### src/ipsp_pkg.sv
// ----------------------------------------------------------------------------
// IPS patch parser package
// Shared transaction types, parse phases, event and cause codes, header magic.
// ----------------------------------------------------------------------------
package ipsp_pkg;

   // Patch byte limits and markers
   localparam logic [24:0] MAX_PATCH_BYTES = 25'd16777216;
   localparam logic [24:0] MIN_PATCH_BYTES = 25'd9;
   localparam logic [24:0] DEST_SIZE_RESET = 25'h1000000;
   localparam logic [23:0] EOF_MARK        = 24'h454F46;
   localparam logic [2:0]  HDR_LAST_IDX    = 3'd4;

   // Result event codes
   localparam logic [1:0] EV_RUN  = 2'd0;
   localparam logic [1:0] EV_OK   = 2'd1;
   localparam logic [1:0] EV_FAIL = 2'd2;

   // Failure causes
   localparam logic [2:0] CAUSE_NONE  = 3'd0;
   localparam logic [2:0] CAUSE_HDR   = 3'd1;
   localparam logic [2:0] CAUSE_SHORT = 3'd2;
   localparam logic [2:0] CAUSE_LONG  = 3'd3;
   localparam logic [2:0] CAUSE_OVF   = 3'd4;
   localparam logic [2:0] CAUSE_TRUNC = 3'd5;

   typedef enum logic [3:0] {
      PH_HDR,
      PH_OFS0,
      PH_OFS1,
      PH_OFS2,
      PH_SZ0,
      PH_SZ1,
      PH_RL0,
      PH_RL1,
      PH_RV,
      PH_DATA
   } phase_type;

   typedef struct packed {
      logic [7:0] patch_byte;
      logic       last_byte;
   } req_type;

   typedef struct packed {
      logic [1:0]  event_res;
      logic [23:0] write_address;
      logic [7:0]  write_value;
      logic [15:0] run_length;
      logic [2:0]  error_cause;
   } rsp_type;

   // Classified work for one patch byte: an optional run and an optional end event
   typedef struct packed {
      logic        run_valid;
      logic [23:0] run_address;
      logic [7:0]  run_value;
      logic [15:0] run_length;
      logic        fin_valid;
      logic [1:0]  fin_event;
      logic [2:0]  fin_cause;
   } cmd_type;

   // Expected header byte ("PATCH") at a given position
   function automatic logic [7:0] hdr_magic(input logic [2:0] idx);
      logic [7:0] val;
      case (idx)
         3'd0:    val = 8'h50;
         3'd1:    val = 8'h41;
         3'd2:    val = 8'h54;
         3'd3:    val = 8'h43;
         3'd4:    val = 8'h48;
         default: val = 8'h00;
      endcase
      return val;
   endfunction

endpackage

### src/ipsp_front.sv
// ----------------------------------------------------------------------------
// IPS patch parser front end
// Accepts patch bytes, tracks the record fields and classifies each byte into
// a command holding an optional write run and an optional end event.
// ----------------------------------------------------------------------------
module ipsp_front (
   input  logic             clock,
   input  logic             reset,
   input  logic             csr_valid,
   input  logic [24:0]      csr_data,
   input  logic             req_valid,
   input  ipsp_pkg::req_type req_data,
   input  logic             q_full,
   output logic             q_push,
   output ipsp_pkg::cmd_type q_cmd
);

   ipsp_pkg::phase_type phase_ff, phase_in, ph_step;
   logic [24:0] seen_ff, seen_in, seen_next;
   logic [23:0] field_ff, field_in, field_step;
   logic [24:0] ra_ff, ra_in, ra_step;
   logic [15:0] rem_ff, rem_in, rem_step;
   logic        halted_ff, halted_in;
   logic [24:0] ds_ff;

   logic        accept;
   logic [7:0]  b;
   logic        last;
   logic        short_hit, long_hit;
   logic        ra_ovf, ra_step_ovf, avail_lt_rem;
   logic [24:0] avail;
   logic [15:0] run_len;
   logic [23:0] field_cat;
   logic [15:0] size_cat;
   logic [2:0]  hdr_idx;
   logic        pfin, run_v, fin;
   logic [1:0]  pev, fev;
   logic [2:0]  pcause, fcause;
   logic [15:0] run_l;

   assign accept = req_valid && !q_full;
   assign b      = req_data.patch_byte;
   assign last   = req_data.last_byte;

   // Shared compares and field assembly
   always_comb begin
      seen_next    = (seen_ff <= ipsp_pkg::MAX_PATCH_BYTES) ? seen_ff + 25'd1 : seen_ff;
      short_hit    = last && (seen_next < ipsp_pkg::MIN_PATCH_BYTES);
      long_hit     = seen_next > ipsp_pkg::MAX_PATCH_BYTES;
      ra_ovf       = ra_ff >= ds_ff;
      avail        = ds_ff - ra_ff;
      avail_lt_rem = avail < {9'd0, rem_ff};
      run_len      = avail_lt_rem ? avail[15:0] : rem_ff;
      field_cat    = {field_ff[15:0], b};
      size_cat     = {rem_ff[7:0], b};
      hdr_idx      = seen_next[2:0] - 3'd1;
   end

   // Parse one byte against the current phase
   always_comb begin
      ph_step    = phase_ff;
      field_step = field_ff;
      ra_step    = ra_ff;
      rem_step   = rem_ff;
      pfin       = 1'b0;
      pev        = ipsp_pkg::EV_OK;
      pcause     = ipsp_pkg::CAUSE_NONE;
      run_v      = 1'b0;
      run_l      = run_len;
      case (phase_ff)
         ipsp_pkg::PH_HDR: begin
            if (hdr_idx > ipsp_pkg::HDR_LAST_IDX || b != ipsp_pkg::hdr_magic(hdr_idx)) begin
               pfin   = 1'b1;
               pev    = ipsp_pkg::EV_FAIL;
               pcause = ipsp_pkg::CAUSE_HDR;
            end else if (hdr_idx == ipsp_pkg::HDR_LAST_IDX) begin
               ph_step = ipsp_pkg::PH_OFS0;
            end
         end
         ipsp_pkg::PH_OFS0: begin
            field_step = {16'd0, b};
            ph_step    = ipsp_pkg::PH_OFS1;
         end
         ipsp_pkg::PH_OFS1: begin
            field_step = field_cat;
            ph_step    = ipsp_pkg::PH_OFS2;
         end
         ipsp_pkg::PH_OFS2: begin
            field_step = field_cat;
            if (field_cat == ipsp_pkg::EOF_MARK) begin
               pfin = 1'b1;
            end else begin
               ra_step = {1'b0, field_cat};
               ph_step = ipsp_pkg::PH_SZ0;
            end
         end
         ipsp_pkg::PH_SZ0: begin
            rem_step = {8'd0, b};
            ph_step  = ipsp_pkg::PH_SZ1;
         end
         ipsp_pkg::PH_SZ1: begin
            rem_step = size_cat;
            ph_step  = (size_cat != 16'd0) ? ipsp_pkg::PH_DATA : ipsp_pkg::PH_RL0;
         end
         ipsp_pkg::PH_RL0: begin
            rem_step = {8'd0, b};
            ph_step  = ipsp_pkg::PH_RL1;
         end
         ipsp_pkg::PH_RL1: begin
            rem_step = size_cat;
            ph_step  = ipsp_pkg::PH_RV;
         end
         ipsp_pkg::PH_RV: begin
            if (last) begin
               // a final fill value byte emits no run
               pfin = 1'b1;
               if (rem_ff != 16'd0) begin
                  pev    = ipsp_pkg::EV_FAIL;
                  pcause = ra_ovf ? ipsp_pkg::CAUSE_OVF : ipsp_pkg::CAUSE_TRUNC;
               end
            end else begin
               if (rem_ff != 16'd0) begin
                  if (ra_ovf) begin
                     pfin   = 1'b1;
                     pev    = ipsp_pkg::EV_FAIL;
                     pcause = ipsp_pkg::CAUSE_OVF;
                  end else begin
                     run_v = 1'b1;
                     if (avail_lt_rem) begin
                        pfin   = 1'b1;
                        pev    = ipsp_pkg::EV_FAIL;
                        pcause = ipsp_pkg::CAUSE_OVF;
                     end
                  end
               end
               ph_step = ipsp_pkg::PH_OFS0;
            end
         end
         ipsp_pkg::PH_DATA: begin
            if (ra_ovf) begin
               pfin   = 1'b1;
               pev    = ipsp_pkg::EV_FAIL;
               pcause = ipsp_pkg::CAUSE_OVF;
            end else begin
               run_v    = 1'b1;
               run_l    = 16'd1;
               ra_step  = ra_ff + 25'd1;
               rem_step = rem_ff - 16'd1;
               if (rem_ff == 16'd1) begin
                  ph_step = ipsp_pkg::PH_OFS0;
               end
            end
         end
         default: begin
            ph_step = ipsp_pkg::PH_OFS0;
         end
      endcase
   end

   assign ra_step_ovf = ra_step >= ds_ff;

   // Settle the end event: length limits first, then parse, then end of stream
   always_comb begin
      fin    = 1'b0;
      fev    = ipsp_pkg::EV_OK;
      fcause = ipsp_pkg::CAUSE_NONE;
      if (halted_ff) begin
         fin = 1'b0;
      end else if (short_hit) begin
         fin    = 1'b1;
         fev    = ipsp_pkg::EV_FAIL;
         fcause = ipsp_pkg::CAUSE_SHORT;
      end else if (long_hit) begin
         fin    = 1'b1;
         fev    = ipsp_pkg::EV_FAIL;
         fcause = ipsp_pkg::CAUSE_LONG;
      end else if (pfin) begin
         fin    = 1'b1;
         fev    = pev;
         fcause = pcause;
      end else if (last) begin
         fin = 1'b1;
         if (ph_step == ipsp_pkg::PH_DATA ||
             (ph_step == ipsp_pkg::PH_RV && rem_step != 16'd0)) begin
            fev    = ipsp_pkg::EV_FAIL;
            fcause = ra_step_ovf ? ipsp_pkg::CAUSE_OVF : ipsp_pkg::CAUSE_TRUNC;
         end else if (ph_step == ipsp_pkg::PH_HDR) begin
            fev    = ipsp_pkg::EV_FAIL;
            fcause = ipsp_pkg::CAUSE_SHORT;
         end
      end
   end

   // Build the command for the queue
   always_comb begin
      q_cmd.run_valid   = run_v && !halted_ff && !short_hit && !long_hit;
      q_cmd.run_address = ra_ff[23:0];
      q_cmd.run_value   = b;
      q_cmd.run_length  = run_l;
      q_cmd.fin_valid   = fin;
      q_cmd.fin_event   = fev;
      q_cmd.fin_cause   = fcause;
      q_push            = accept && (q_cmd.run_valid || q_cmd.fin_valid);
   end

   // Next parser state: rearm on the marked byte, freeze while halted
   always_comb begin
      phase_in  = phase_ff;
      seen_in   = seen_ff;
      field_in  = field_ff;
      ra_in     = ra_ff;
      rem_in    = rem_ff;
      halted_in = halted_ff;
      if (accept) begin
         if (last) begin
            phase_in  = ipsp_pkg::PH_HDR;
            seen_in   = '0;
            field_in  = '0;
            ra_in     = '0;
            rem_in    = '0;
            halted_in = 1'b0;
         end else if (!halted_ff) begin
            phase_in  = ph_step;
            seen_in   = seen_next;
            field_in  = field_step;
            ra_in     = ra_step;
            rem_in    = rem_step;
            halted_in = fin;
         end
      end
   end

   // Hold parser state and the destination size register
   always_ff @(posedge clock) begin
      if (reset) begin
         phase_ff  <= ipsp_pkg::PH_HDR;
         seen_ff   <= '0;
         field_ff  <= '0;
         ra_ff     <= '0;
         rem_ff    <= '0;
         halted_ff <= 1'b0;
         ds_ff     <= ipsp_pkg::DEST_SIZE_RESET;
      end else begin
         phase_ff  <= phase_in;
         seen_ff   <= seen_in;
         field_ff  <= field_in;
         ra_ff     <= ra_in;
         rem_ff    <= rem_in;
         halted_ff <= halted_in;
         if (csr_valid) begin
            ds_ff <= csr_data;
         end
      end
   end

   a_last_rearms: assert property (@(posedge clock) disable iff (reset)
      (accept && last) |=> (phase_ff == ipsp_pkg::PH_HDR && !halted_ff && seen_ff == '0))
      else $error("marked byte did not rearm the parser");

   a_halted_silent: assert property (@(posedge clock) disable iff (reset)
      (halted_ff && accept) |-> !q_push)
      else $error("halted parser produced a transaction");

endmodule

### src/ipsp_queue.sv
// ----------------------------------------------------------------------------
// IPS patch parser command queue
// Short first-word-fall-through queue between the parser and the emitter.
// ----------------------------------------------------------------------------
module ipsp_queue #(
   parameter int DEPTH = 4
) (
   input  logic              clock,
   input  logic              reset,
   input  logic              push,
   input  ipsp_pkg::cmd_type push_data,
   output logic              full,
   input  logic              pop,
   output logic              pop_valid,
   output ipsp_pkg::cmd_type pop_data
);

   localparam int AW = (DEPTH > 1) ? $clog2(DEPTH) : 1;
   localparam int CW = $clog2(DEPTH + 1);

   ipsp_pkg::cmd_type store [DEPTH];
   logic [AW-1:0] wr_ptr_ff, wr_ptr_in;
   logic [AW-1:0] rd_ptr_ff, rd_ptr_in;
   logic [CW-1:0] count_ff, count_in;

   assign full      = count_ff == CW'(DEPTH);
   assign pop_valid = count_ff != '0;
   assign pop_data  = store[rd_ptr_ff];

   // Advance pointers and occupancy
   always_comb begin
      wr_ptr_in = wr_ptr_ff;
      rd_ptr_in = rd_ptr_ff;
      count_in  = count_ff;
      if (push) begin
         wr_ptr_in = (wr_ptr_ff == AW'(DEPTH - 1)) ? '0 : wr_ptr_ff + 1'b1;
      end
      if (pop) begin
         rd_ptr_in = (rd_ptr_ff == AW'(DEPTH - 1)) ? '0 : rd_ptr_ff + 1'b1;
      end
      case ({push, pop})
         2'b10:   count_in = count_ff + 1'b1;
         2'b01:   count_in = count_ff - 1'b1;
         default: count_in = count_ff;
      endcase
   end

   always_ff @(posedge clock) begin
      if (reset) begin
         wr_ptr_ff <= '0;
         rd_ptr_ff <= '0;
         count_ff  <= '0;
      end else begin
         wr_ptr_ff <= wr_ptr_in;
         rd_ptr_ff <= rd_ptr_in;
         count_ff  <= count_in;
      end
   end

   // Store entries
   always_ff @(posedge clock) begin
      if (push) begin
         store[wr_ptr_ff] <= push_data;
      end
   end

   a_no_overflow: assert property (@(posedge clock) disable iff (reset)
      !(push && full))
      else $error("push into a full queue");

   a_no_underflow: assert property (@(posedge clock) disable iff (reset)
      pop |-> pop_valid)
      else $error("pop from an empty queue");

endmodule

### src/ipsp_back.sv
// ----------------------------------------------------------------------------
// IPS patch parser result emitter
// Takes commands from the queue and sends their run and end event, one result
// transaction per cycle while rsp_ready allows, through an output register.
// ----------------------------------------------------------------------------
module ipsp_back (
   input  logic              clock,
   input  logic              reset,
   input  logic              cmd_valid,
   input  ipsp_pkg::cmd_type cmd_data,
   output logic              cmd_pop,
   output logic              rsp_valid,
   input  logic              rsp_ready,
   output ipsp_pkg::rsp_type rsp_data
);

   ipsp_pkg::cmd_type cur_ff, cur_in;
   logic pend_run_ff, pend_run_in;
   logic pend_fin_ff, pend_fin_in;
   logic rsp_valid_ff, rsp_valid_in;
   ipsp_pkg::rsp_type rsp_data_ff, rsp_data_in;

   logic out_free, has_pend, emit, slot_free;

   // Decide emit and pop
   always_comb begin
      out_free  = !rsp_valid_ff || rsp_ready;
      has_pend  = pend_run_ff || pend_fin_ff;
      emit      = has_pend && out_free;
      slot_free = !has_pend || (emit && (pend_run_ff ^ pend_fin_ff));
      cmd_pop   = cmd_valid && slot_free;
   end

   // Next pending command
   always_comb begin
      cur_in      = cur_ff;
      pend_run_in = pend_run_ff;
      pend_fin_in = pend_fin_ff;
      if (cmd_pop) begin
         cur_in      = cmd_data;
         pend_run_in = cmd_data.run_valid;
         pend_fin_in = cmd_data.fin_valid;
      end else if (emit) begin
         if (pend_run_ff) begin
            pend_run_in = 1'b0;
         end else begin
            pend_fin_in = 1'b0;
         end
      end
   end

   // Next output register: run first, then the end event
   always_comb begin
      rsp_valid_in = rsp_valid_ff;
      rsp_data_in  = rsp_data_ff;
      if (emit) begin
         rsp_valid_in = 1'b1;
         if (pend_run_ff) begin
            rsp_data_in.event_res     = ipsp_pkg::EV_RUN;
            rsp_data_in.write_address = cur_ff.run_address;
            rsp_data_in.write_value   = cur_ff.run_value;
            rsp_data_in.run_length    = cur_ff.run_length;
            rsp_data_in.error_cause   = ipsp_pkg::CAUSE_NONE;
         end else begin
            rsp_data_in.event_res     = cur_ff.fin_event;
            rsp_data_in.write_address = '0;
            rsp_data_in.write_value   = '0;
            rsp_data_in.run_length    = '0;
            rsp_data_in.error_cause   = cur_ff.fin_cause;
         end
      end else if (rsp_ready) begin
         rsp_valid_in = 1'b0;
      end
   end

   always_ff @(posedge clock) begin
      if (reset) begin
         pend_run_ff  <= 1'b0;
         pend_fin_ff  <= 1'b0;
         rsp_valid_ff <= 1'b0;
      end else begin
         pend_run_ff  <= pend_run_in;
         pend_fin_ff  <= pend_fin_in;
         rsp_valid_ff <= rsp_valid_in;
      end
   end

   // Payload registers
   always_ff @(posedge clock) begin
      cur_ff      <= cur_in;
      rsp_data_ff <= rsp_data_in;
   end

   assign rsp_valid = rsp_valid_ff;
   assign rsp_data  = rsp_data_ff;

   a_pop_loads_work: assert property (@(posedge clock) disable iff (reset)
      cmd_pop |=> (pend_run_ff || pend_fin_ff))
      else $error("queue popped an empty command");

endmodule

### src/ips_patch_stream_parser_top.sv
// Path: a command is registered in the queue, the pending register and the output
// register in turn; a byte that causes a run and an end event gives the run first.
// Throughput: one patch byte per cycle while the command queue (QUEUE_DEPTH entries)
// has room, one result transaction per cycle on rsp while rsp_ready is high.
// Reset: synchronous, clears the parser to header phase, sets dest_size to 16777216
// and empties the queue and output register.
// ----------------------------------------------------------------------------
// IPS patch stream parser
// Parses an IPS patch byte stream into write runs and one end event per patch.
// ----------------------------------------------------------------------------
module ips_patch_stream_parser_top #(
   parameter int QUEUE_DEPTH = 4
) (
   input  logic              clock,
   input  logic              reset,
   input  logic              csr_valid,
   output logic              csr_ready,
   input  logic [24:0]       csr_data,
   input  logic              req_valid,
   output logic              req_ready,
   input  ipsp_pkg::req_type req_data,
   output logic              rsp_valid,
   input  logic              rsp_ready,
   output ipsp_pkg::rsp_type rsp_data
);

   logic              q_full;
   logic              q_push;
   ipsp_pkg::cmd_type q_cmd;
   logic              q_pop;
   logic              q_valid;
   ipsp_pkg::cmd_type q_head;

   assign csr_ready = 1'b1;
   assign req_ready = !q_full;

   ipsp_front u_front (
      .clock     (clock),
      .reset     (reset),
      .csr_valid (csr_valid),
      .csr_data  (csr_data),
      .req_valid (req_valid),
      .req_data  (req_data),
      .q_full    (q_full),
      .q_push    (q_push),
      .q_cmd     (q_cmd)
   );

   ipsp_queue #(
      .DEPTH (QUEUE_DEPTH)
   ) u_queue (
      .clock     (clock),
      .reset     (reset),
      .push      (q_push),
      .push_data (q_cmd),
      .full      (q_full),
      .pop       (q_pop),
      .pop_valid (q_valid),
      .pop_data  (q_head)
   );

   ipsp_back u_back (
      .clock     (clock),
      .reset     (reset),
      .cmd_valid (q_valid),
      .cmd_data  (q_head),
      .cmd_pop   (q_pop),
      .rsp_valid (rsp_valid),
      .rsp_ready (rsp_ready),
      .rsp_data  (rsp_data)
   );

endmodule

### config.mk
export PLATFORM = sky130hd
export DESIGN_NAME = ips_patch_stream_parser_top
export DESIGN_NICKNAME = d
export VERILOG_FILES = /design/src/ipsp_pkg.sv /design/src/ipsp_front.sv /design/src/ipsp_queue.sv /design/src/ipsp_back.sv /design/src/ips_patch_stream_parser_top.sv
export SDC_FILE = /design/constraint.sdc
export NUM_CORES = 1
export LEC_CHECK = 0
export ABC_AREA = 0
export ABC_CLOCK_PERIOD_IN_PS = 6900
export CAP_MARGIN = 25
export CORE_UTILIZATION = 35
export CTS_CLUSTER_SIZE = 8
export DETAILED_ROUTE_END_ITERATION = 10
export DONT_BUFFER_PORTS = 1
export GPL_ROUTABILITY_DRIVEN = 0
export PLACE_DENSITY = 0.61
export SLEW_MARGIN = 25
export SYNTH_ARGS = -nofsm -noshare
export SYNTH_HDL_FRONTEND = slang
export SYNTH_SLANG_ARGS = --single-unit
### constraint.sdc
create_clock -name clock -period 6.9 [get_ports clock]
set_input_delay 0 -clock clock [delete_from_list [all_inputs] [get_ports clock]]
set_output_delay 0 -clock clock [all_outputs]
set_load 0.02 [all_outputs]
# Yosys cells after proc, flatten, opt, wreduce, memory -nomap -nowiden
# Memories as Yosys holds them, arrays and structs flattened. A register that Yosys moved wholly into a read port is not among the register bits.
# Cells that the tools add are included.
dict set report classes {
  n_addsub 9
  mul 0
  div_mod_pow 0
  order_cmp 7
  eq_ne 25
  shift 0
  muxes 95
  bitwise_logic 1
  n_reduce_logical 39
}
# op count
set op_table {}
lappend op_table {{25-bit two-way mux} 7}
lappend op_table {{16-bit two-way mux} 8}
lappend op_table {{25-bit by 1-bit adder with 25-bit output (second input constant)} 2}
lappend op_table {{25-bit >= comparator} 2}
lappend op_table {{25-bit case mux with 2 select lines} 1}
lappend op_table {{16-bit case mux with 3 select lines} 1}
lappend op_table {{16-bit nonzero test} 3}
lappend op_table {{4-bit case mux with 10 select lines} 1}
lappend op_table {{2-bit two-way mux} 19}
lappend op_table {{3-bit two-way mux} 12}
lappend op_table {{4-bit two-way mux} 9}
lappend op_table {{7-bit case mux with 5 select lines} 1}
lappend op_table {{16-bit case mux with 2 select lines} 1}
lappend op_table {{1-bit two-way mux} 29}
lappend op_table {{25-bit greater-than comparator (second input constant)} 1}
lappend op_table {{25-bit less-or-equal comparator (second input constant)} 1}
lappend op_table {{25-bit by 16-bit less-than comparator with 1-bit output} 1}
lappend op_table {{25-bit by 4-bit less-than comparator with 1-bit output (second input constant)} 1}
lappend op_table {{25-bit subtractor} 1}
lappend op_table {{24-bit by 23-bit == test with 1-bit output (second input constant)} 1}
lappend op_table {{16-bit by 1-bit == test with 1-bit output (second input constant)} 1}
lappend op_table {{4-bit by 3-bit == test with 1-bit output (second input constant)} 4}
lappend op_table {{4-bit == test (second input constant)} 4}
lappend op_table {{16-bit by 1-bit subtractor with 16-bit output (second input constant)} 1}
lappend op_table {{other kinds (30)} 64}
dict set report totals {
  regBits 228
  latchBits 0
  mem_bits_rw 220
  mem_bits_ro 0
  inputBits 39
  mem_count 1
}
# memory words word_bits read_ports rd_ports_with_merged_regs wr line
set mem_list {}
lappend mem_list {u_queue.store 4 55 1 1 1 ipsp_queue.sv:21} ;# ipsp_pkg::cmd_type store [DEPTH];

# Longest topological paths before layout
# Gate-level depths: netlist (run 1).
dict set report depth {
  ltp_word 19
  depth_mapped 27
  depth_no_buf 26
}

# Hierarchy
# From an unflattened synthesis (run 1), not the netlist that was laid out.
dict set report unflattened {
  cells_unflattened 1957
  area_unflattened_um2 22406.5
}
# mod instances cells_each area_per_inst_um2 seq_area_each_um2
set by_module_without_submodules {}
lappend by_module_without_submodules {ipsp_front 1 1438 10204.8 2242.2}
lappend by_module_without_submodules {ipsp_queue 1 331 8445.6 6786.5}
lappend by_module_without_submodules {ipsp_back 1 185 3741.1 3243.1}
lappend by_module_without_submodules {ips_patch_stream_parser_top 1 3 15.0 0.0}

# Least setup slack after synthesis (run 1)
# OpenSTA, ideal clock, no wires.
dict set report synth_path {
  path_kind {register to register}
  from {reg u_front.ra_ff[2]}
  to {mem u_queue.store[0][0] (netlist bit), enable pin}
  setup_time_ns 0.468
  arrival_time_ns 7.086
  required_ns 6.432
  slack_ns -0.654
  path_stages_with_launch 22
  cell_sequence {dfxtp_1 clkbuf_1 inv_1 ha_1 a21o_1 a221oi_4 a2bb2oi_1 a21o_1 a31oi_1 xnor2_1 ha_1 a21oi_1 a21oi_1 a2111oi_0 o2111ai_1 or4_1 or4_1 buf_6 o21ai_0 a2111o_1 o21bai_1 nor2_1}
}
dict set report synth_between {
  elab_chain_len 15
  elab_cells_between_ends 24
  classes_between {1 x add/sub; 2 x order compare; 16 x mux; 5 x reduce/logical}
}
# item line
set synth_rtl {}
lappend synth_rtl {{start, declared} ipsp_front.sv:21} ;# logic [24:0] ra_ff, ra_in, ra_step;
lappend synth_rtl {{start signal, assigned} ipsp_front.sv:247} ;# ra_ff <= ra_in;
lappend synth_rtl {{25-bit subtractor} ipsp_front.sv:51} ;# avail = ds_ff - ra_ff;
lappend synth_rtl {{25-bit by 16-bit less-than comparator with 1-bit output} ipsp_front.sv:52} ;# avail_lt_rem = avail < {9'd0, rem_ff};
lappend synth_rtl {{1-bit two-way mux} ipsp_front.sv:129} ;# if (avail_lt_rem) begin
lappend synth_rtl {{1-bit two-way mux} ipsp_front.sv:123} ;# if (ra_ovf) begin
lappend synth_rtl {{1-bit two-way mux} ipsp_front.sv:122} ;# if (rem_ff != 16'd0) begin
lappend synth_rtl {{1-bit two-way mux} ipsp_front.sv:114} ;# if (last) begin
lappend synth_rtl {{1-bit case mux with 4 select lines} ipsp_front.sv:70} ;# case (phase_ff)
lappend synth_rtl {{1-bit two-way mux} ipsp_front.sv:177} ;# end else if (pfin) begin
lappend synth_rtl {{1-bit two-way mux} ipsp_front.sv:173} ;# end else if (long_hit) begin
lappend synth_rtl {{1-bit two-way mux} ipsp_front.sv:169} ;# end else if (short_hit) begin
lappend synth_rtl {{1-bit two-way mux} ipsp_front.sv:167} ;# if (halted_ff) begin
lappend synth_rtl {{1-bit logical OR *} ipsp_front.sv:203} ;# q_push = accept && (q_cmd.run_valid || q_cmd.fin_valid);
lappend synth_rtl {{1-bit logical AND *} ipsp_front.sv:203}
lappend synth_rtl {{1-bit two-way mux *} ipsp_queue.sv:62} ;# if (push) begin
lappend synth_rtl {{1-bit two-way mux (not written as such) *} ipsp_queue.sv:63} ;# store[wr_ptr_ff] <= push_data;
lappend synth_rtl {{end, declared} ipsp_queue.sv:21}
# Every way passes the cells marked *; elsewhere a longest branch is shown, timed or not.

# Worst setup path in the final report (run 1)
dict set report layout_path {
  from {reg u_front.ra_ff[6]}
  to {reg u_queue.count_ff[2]}
}
dict set report layout_between {
  elab_chain_len 15
  elab_cells_between_ends 26
  classes_between {1 x add/sub; 2 x order compare; 2 x eq/ne; 15 x mux; 6 x reduce/logical}
}
# item line
set layout_rtl {}
lappend layout_rtl {{25-bit subtractor} ipsp_front.sv:51}
lappend layout_rtl {{25-bit by 16-bit less-than comparator with 1-bit output} ipsp_front.sv:52}
lappend layout_rtl {{1-bit two-way mux} ipsp_front.sv:129}
lappend layout_rtl {{1-bit two-way mux} ipsp_front.sv:123}
lappend layout_rtl {{1-bit two-way mux} ipsp_front.sv:122}
lappend layout_rtl {{1-bit two-way mux} ipsp_front.sv:114}
lappend layout_rtl {{1-bit case mux with 4 select lines} ipsp_front.sv:70}
lappend layout_rtl {{1-bit two-way mux} ipsp_front.sv:177}
lappend layout_rtl {{1-bit two-way mux} ipsp_front.sv:173}
lappend layout_rtl {{1-bit two-way mux} ipsp_front.sv:169}
lappend layout_rtl {{1-bit two-way mux} ipsp_front.sv:167}
lappend layout_rtl {{1-bit logical OR *} ipsp_front.sv:203}
lappend layout_rtl {{1-bit logical AND *} ipsp_front.sv:203}
lappend layout_rtl {{2-bit by 1-bit == test with 1-bit output or 2-bit == test (tied branches)} ipsp_queue.sv:41} ;# case ({push, pop})
lappend layout_rtl {{3-bit case mux with 2 select lines or 2-bit nonzero test (tied branches)} -}
lappend layout_rtl {{end signal, assigned} ipsp_queue.sv:56} ;# count_ff <= count_in;
lappend layout_rtl {{end, declared} ipsp_queue.sv:24} ;# logic [CW-1:0] count_ff, count_in;
# Marks and branches as above.
# A chain may end at the register's enable or synchronous reset.

==> flow_summary.yaml, run 1 <==
timing:
  worst_slack_ns: 0.502
  fin_tns_setup_ns: 0
  period_needed_ns: 6.40
  skew_ns: 0.0291
  drv_slew: 0
  hold_slack_ns: 0.0617
  rsz0062_at_grt: "false"
  fmax_mhz: 156
  finalCritPeriodShare_pct: 92.7
  hold_viol: 0
  finalSetupViolations: 0
  tightestPinTransition_ns: 1.23
  relSlewSlack_pct: 16.6
layout:
  nFillCells: 5793
  finalNonFillerCells: 2898
  area.growth.synth_to_final_pct: 16.1
  fin_util_pct: 41.4
  final_cell_area_sq_mm: 0.0257
  fin_nets: 2125
  final_layout_size_suffix_gt1_share_pct: 9.19
global_routing:
  grt_overflow: 0
  grtUsageTotal_pct: 19.5
  grt_max_degree: 111
  grt_pass1_vias: 16200
  antenna_found_initial: 5
  grt_pass1_wl_mm: 95.8
synthesis:
  yosys.area.top_type: "edfxtp_1"
  synthTopCellsByCount: "edfxtp_1, nor2_1, nand2_1, a21oi_1, dfxtp_1"
  synthFlopType: "edfxtp_1"
  syn_inst: 1959
  synth_area_sq_mm: 0.0221
  yosysMostFrequentCell: "edfxtp_1"
  synth_cell_type_count: 88
  ys_ff_latch: 450
  synth.avg_cell_area_sq_um: 11.3
  synth_nets: 2078
  synth_top_area_share_pct: 44.2
  synthTopCellsByArea: "edfxtp_1, dfxtp_1, mux4_2"
  yosysSeqAreaShare_pct: 55.4
  synth_warnings: 0
  synth_async_sr_flop_share_pct: 0
  synth_edf_count: 326
route:
  via_per_inst: 5.74
  drt-initial-drc-count: 1751
  top_layer: "met5"
  met2WireLength_mm: 28.1
  m1WireLength_mm: 25.9
  wl_per_cell_um: 21.6
  dr.pass1.iters: 6
  wl_met3_mm: 6.33
  wl_mm: 62.6
  vias: 16600
  drc: 0
  drt.antenna.violating_nets: 0
pwr:
  power_mw: 8.29
  ir_worst_vdd_mv: 0.183
  power_density_mw_per_mm2: 322
  p_int_mw: 5.92
  p_comb_share_pct: 16.0
  power_frac_clock_pct: 36.3
  p_sw_mw: 2.37
  p_leak_nw: 8.84
  swShare_pct: 28.5
  p_seq_share_pct: 47.7
die:
  start_util_pct: 35.7
  die_y_um: 254
  ios: 95
  design.core.area_sq_mm: 0.0621
  dieArea_sq_mm: 0.0643
  row_count: 91
  dieWidth_um: 254
clock_network:
  cts_max_level: 3
  postCtsSetupBuffers: 0
  cts_max_path_buffers: 3
  clk_latency_ns: 0.60
  clkSlewWorstSetupHoldPaths_ns: 0.05
  cts_tree: "built"
  cts_num_sinks: 450
  cts_made_buffers: 66
  ctsRootBufferMaster: "clkbuf_16"
setup_path:
  critPathMaxFanout: 9
  end_kind: "flip-flop"
  critPathRequiredTime_ns: 7.41
  arrival_ns: 6.91
  start_kind: "flip-flop"
  critPathMaxStageDelay_ns: 0.58
  cp_cell_sequence: "inv_1, ha_1, nand4_1, a211oi_2, o211ai_1, a31oi_1, nor2_1, xnor2_1, ha_1, nand3_1, a21oi_1, a2111oi_0, o2111ai_1, or4_1, or4_1, o21ai_0, a2111o_1, o21bai_1, ha_1, inv_1, fa_1, xor2_1, or3_1, a21oi_1"
  cpMostUsedCell: "ha_1"
  crit_path_top_delay_cell: "dfxtp_1"
  crit_type: "reg2reg"
outcome:
  status: "finished clean"
run:
  cap_violations: 0
min_path:
  worst_hold_path_type: "in2reg"
placed_design:
  hpwl_mm: 41.3
  post-place-ws_ns: 0.617
  dpl_cell_area_sq_mm: 0.0230
  dp.cells: 2707
  io_buffers: 0
==> placed cells by master, fill, tap and decap left out, types with 66 or more instances in the layout <==
cell type / instances
a21oi_1: 135
clkbuf_16: 67
dfxtp_1: 121
dlygate4sd3_1: 66
edfxtp_1: 326
ha_1: 78
inv_1: 91
nand2_1: 141
nor2_1: 192
o21ai_0: 85
==> state kept, by name, indices dropped and copies added (netlist names), named ones only <==
register and flops:
u_queue.store 220, u_back.cur_ff 53, u_back.rsp_data 53, u_front.ds_ff 25, u_front.ra_ff 25, u_front.seen_ff 25
u_front.field_ff 16, u_front.rem_ff 16, u_front.phase_ff 4, u_queue.count_ff 3, u_queue.rd_ptr_ff 2, u_queue.wr_ptr_ff 2
u_back.pend_fin_ff 1, u_back.pend_run_ff 1, u_back.rsp_valid 1, u_front.halted_ff 1
==> path summary, 6_finish.rpt <==
check / startpoint / to / slack, ns / cells past startpoint
worst max register to register: u_front.ra_ff[6]$_SDFFE_PP0P_ / u_queue.count_ff[2]$_SDFFE_PP0P_ / 0.50 / 24
worst max-delay path: u_front.ra_ff[6]$_SDFFE_PP0P_ / u_queue.count_ff[2]$_SDFFE_PP0P_ / 0.50 / 24
worst min-delay path: req_data[0] / u_queue.wr_ptr_ff[0]$_SDFFE_PP0P_ / 0.06 / 5
worst min register to register: u_front.field_ff[12]$_SDFFE_PP0P_ / u_front.field_ff[12]$_SDFFE_PP0P_ / 0.47 / 2
==> power by group through the flow <==
stage               Combinational (mW)  Clock (mW)  Sequential, mW
finish                            1.32        3.01            3.95
global route                      1.46        3.21            4.02
CTS                               1.35        3.09            3.97
detailed placement                1.28           0            4.02
global placement                  1.25           0            4.02
floorplan                        0.961           0            3.91
==> layout make-up <==
| class | count | area (sq um) | share of cell area, % |
|---|---|---|---|
| inverters | 92 | 345 | 1.34 |
| repair buffers | 96 | 968 | 3.77 |
| well taps | 837 | 1050 | 4.07 |
| clock inverters | 5 | 70.1 | 0.273 |
| clock buffers | 114 | 1880 | 7.32 |
| multi-input cells | 1300 | 9110 | 35.4 |
| diodes | 4 | 10.0 | 0.0389 |
| flip-flops and latches | 450 | 12300 | 47.8 |
==> kinds of logic after synthesis <==
family	after synthesis	share of synthesized area, %
buffers and inverters	209	3.63
muxes	91	7.23
and+or+nand+nor	641	14.1
adders and majority gates	80	4.59
xor gates and xnor gates	46	1.82
AOI/OAI and AO/OA	441	13.2
other	1	0.0169
DFF	450	55.4
==> critical path, delay by kind of cell (launching register included) <==
family / cells / cell delay [ns]
AO/OA/AOI/OAI: 10 / 2.31
XOR/XNOR: 2 / 0.40
adder cells (fa/ha/maj): 4 / 1.17
buffers and inverters: 2 / 0.20
flip-flops: 1 / 0.58
AND/OR/NAND/NOR: 6 / 1.66
==> what timing repair did <==
| item | 4_1_cts | 5_1_grt |
|---|---|---|
| hold buffers | 68 | 0 |
| endpoints found under the hold margin | 160 | 0 |
| gates resized for setup | 0 | 0 |
==> routing by layer <==
metal | global-route usage (%) | vias up
met5 | 0 | -
met3 | 5.77 | 164
met2 | 30.4 | 751
met4 | 7.86 | 6
li1 | - | 7505
met1 | 25.4 | 8210
Power figures use the tool's default switching activity.
==> run 2: changes to the inputs <==
- CORE_MARGIN: unset -> 5
- GPL_TIMING_DRIVEN: unset -> 0
==> run 2 against run 1 <==
Clock skew shrank 0.0092 ns. Largest power group unchanged. Global-route usage shrank 0.81 points. Total power grew 0.73%. Worst hold slack lost 0.025 ns. Non-clock buffer count grew 76. Worst setup slack lost 0.15 ns. Cell count grew 2.7%. Design area grew 0.87%. Flip-flop and latch count is the same.
==> flow_summary.yaml, run 2 (synthesis gave the netlist of run 1 again) <==
outcome:
  status: "finished clean"
layout:
  largest_register_ff_count: 220
  final_cell_mix: "edfxtp_1, nor2_1, nand2_1"
  area.growth.synth_to_final_pct: 17.2
  final_cell_area_sq_mm: 0.0259
  nFillCells: 5962
  largest-register: "u_queue.store"
  fin_nets: 2201
  fin_util_pct: 41.3
  mostFrequentLayoutCell: "edfxtp_1"
  finalNonFillerCells: 2975
  final_layout_size_suffix_gt1_share_pct: 9.09
setup_path:
  start_kind: "flip-flop"
  worstReg2RegStart: "u_front.ra_ff[0]$_SDFFE_PP0P_"
  crit_type: "reg2reg"
  end_kind: "flip-flop"
  critPathRequiredTime_ns: 7.41
  critPathMaxFanout: 10
  critPathLaunch: "u_front.ra_ff[0]$_SDFFE_PP0P_"
  arrival_ns: 7.06
clock_network:
  cts_max_level: 3
  cts_num_sinks: 450
  clk_latency_ns: 0.59
  clkSlewWorstSetupHoldPaths_ns: 0.05
  cts_max_path_buffers: 3
  ctsRootBufferMaster: "clkbuf_16"
  cts_made_buffers: 66
  cts_tree: "built"
global_routing:
  antenna_found_initial: 6
  grtUsageTotal_pct: 18.7
  grt_pass1_wl_mm: 98.7
  grt_max_degree: 40
  grt_pass1_vias: 16600
  grt_overflow: 0
timing:
  fmax_mhz: 153
  finalCritPeriodShare_pct: 94.9
  hold_slack_ns: 0.0367
  skew_ns: 0.0200
  worst_slack_ns: 0.355
  rsz0062_at_grt: "false"
  tightestPinTransition_ns: 1.03
  hold_viol: 0
  fin_tns_setup_ns: 0
  period_needed_ns: 6.54
  drv_slew: 0
  finalSetupViolations: 0
  relSlewSlack_pct: 31.4
die:
  dieWidth_um: 262
  start_util_pct: 35.2
  row_count: 92
  die_y_um: 262
  dieArea_sq_mm: 0.0684
  ios: 95
  design.core.area_sq_mm: 0.0629
route:
  drt-initial-drc-count: 1891
  m1WireLength_mm: 25.9
  vias: 17000
  met2WireLength_mm: 30.1
  wl_per_cell_um: 21.9
  via_per_inst: 5.72
  drt.antenna.violating_nets: 0
  dr.pass1.iters: 6
  wl_met3_mm: 6.25
  drc: 0
  top_layer: "met5"
  wl_mm: 65.2
pwr:
  ir_worst_vdd_mv: 0.139
  p_leak_nw: 8.89
  power_density_mw_per_mm2: 322
  power_mw: 8.35
placed_design:
  dpl_cell_area_sq_mm: 0.0235
  hpwl_mm: 46.2
  dp.cells: 2819
  post-place-ws_ns: -0.469
  io_buffers: 0
min_path:
  worst_hold_path_type: "in2reg"
  worstHoldStart: "req_data[0]"
run:
  cap_violations: 0
-- run 2: routing by layer --
metal	track usage (%)	up-vias
met3	5.36	176
met2	30.4	871
met5	0	-
li1	-	7654
met1	23.3	8320
met4	8.42	6
-- run 2: repair_timing --
action | in CTS | in global routing
pin swaps | 4 | 2
hold buffers | 37 | 0
endpoints found under the setup margin | 207 | 153
setup buffers | 4 | 2
endpoints found under the hold margin | 98 | 0
resized for setup | 2 | 20
-- run 2: report_power, final --
group	internal, mW	switching [mW]
clock network	1.84	1.12
registers	3.54	0.338
logic	0.573	0.941
-- run 2: worst paths after layout --
kind	cells after the start	slack (ns)	end
min reg2reg	2	0.49	u_front.field_ff[11]$_SDFFE_PP0P_
max	26	0.36	u_queue.count_ff[2]$_SDFFE_PP0P_
min	2	0.04	u_queue.store[0][2]$_DFFE_PP_
max reg2reg	26	0.36	u_queue.count_ff[2]$_SDFFE_PP0P_
-- run 2: cell type report --
type | instances | area [sq um] | area share [%]
sequential | 450 | 12300 | 47.4
tap | 846 | 1060 | 4.08
antenna | 6 | 15.0 | 0.0579
buffer | 115 | 455 | 1.76
clock buffer | 107 | 1880 | 7.25
clock inverter | 2 | 17.5 | 0.0675
multi-input combinational | 1300 | 9160 | 35.3
timing repair buffer | 57 | 718 | 2.77
inverter | 92 | 348 | 1.34
-- run 2: critical path: stages, from the launching register on --
cell and delay, ns:
dfxtp_4 0.42, ha_1 0.19, inv_1 0.08, fa_1 0.41, a21o_1 0.22, a221oi_4 0.34, a2bb2oi_1 0.15, a21o_1 0.24
a31oi_1 0.20, xnor2_1 0.23, ha_1 0.34, a21oi_1 0.18, a21oi_1 0.11, a2111oi_1 0.34, o2111ai_1 0.16, or4_1 0.42
or4_1 0.50, buf_6 0.18, o21ai_0 0.22, a2111o_1 0.26, o21bai_2 0.20, ha_1 0.30, inv_1 0.07, fa_1 0.17
xor2_1 0.07, or3_1 0.30, a21oi_1 0.15
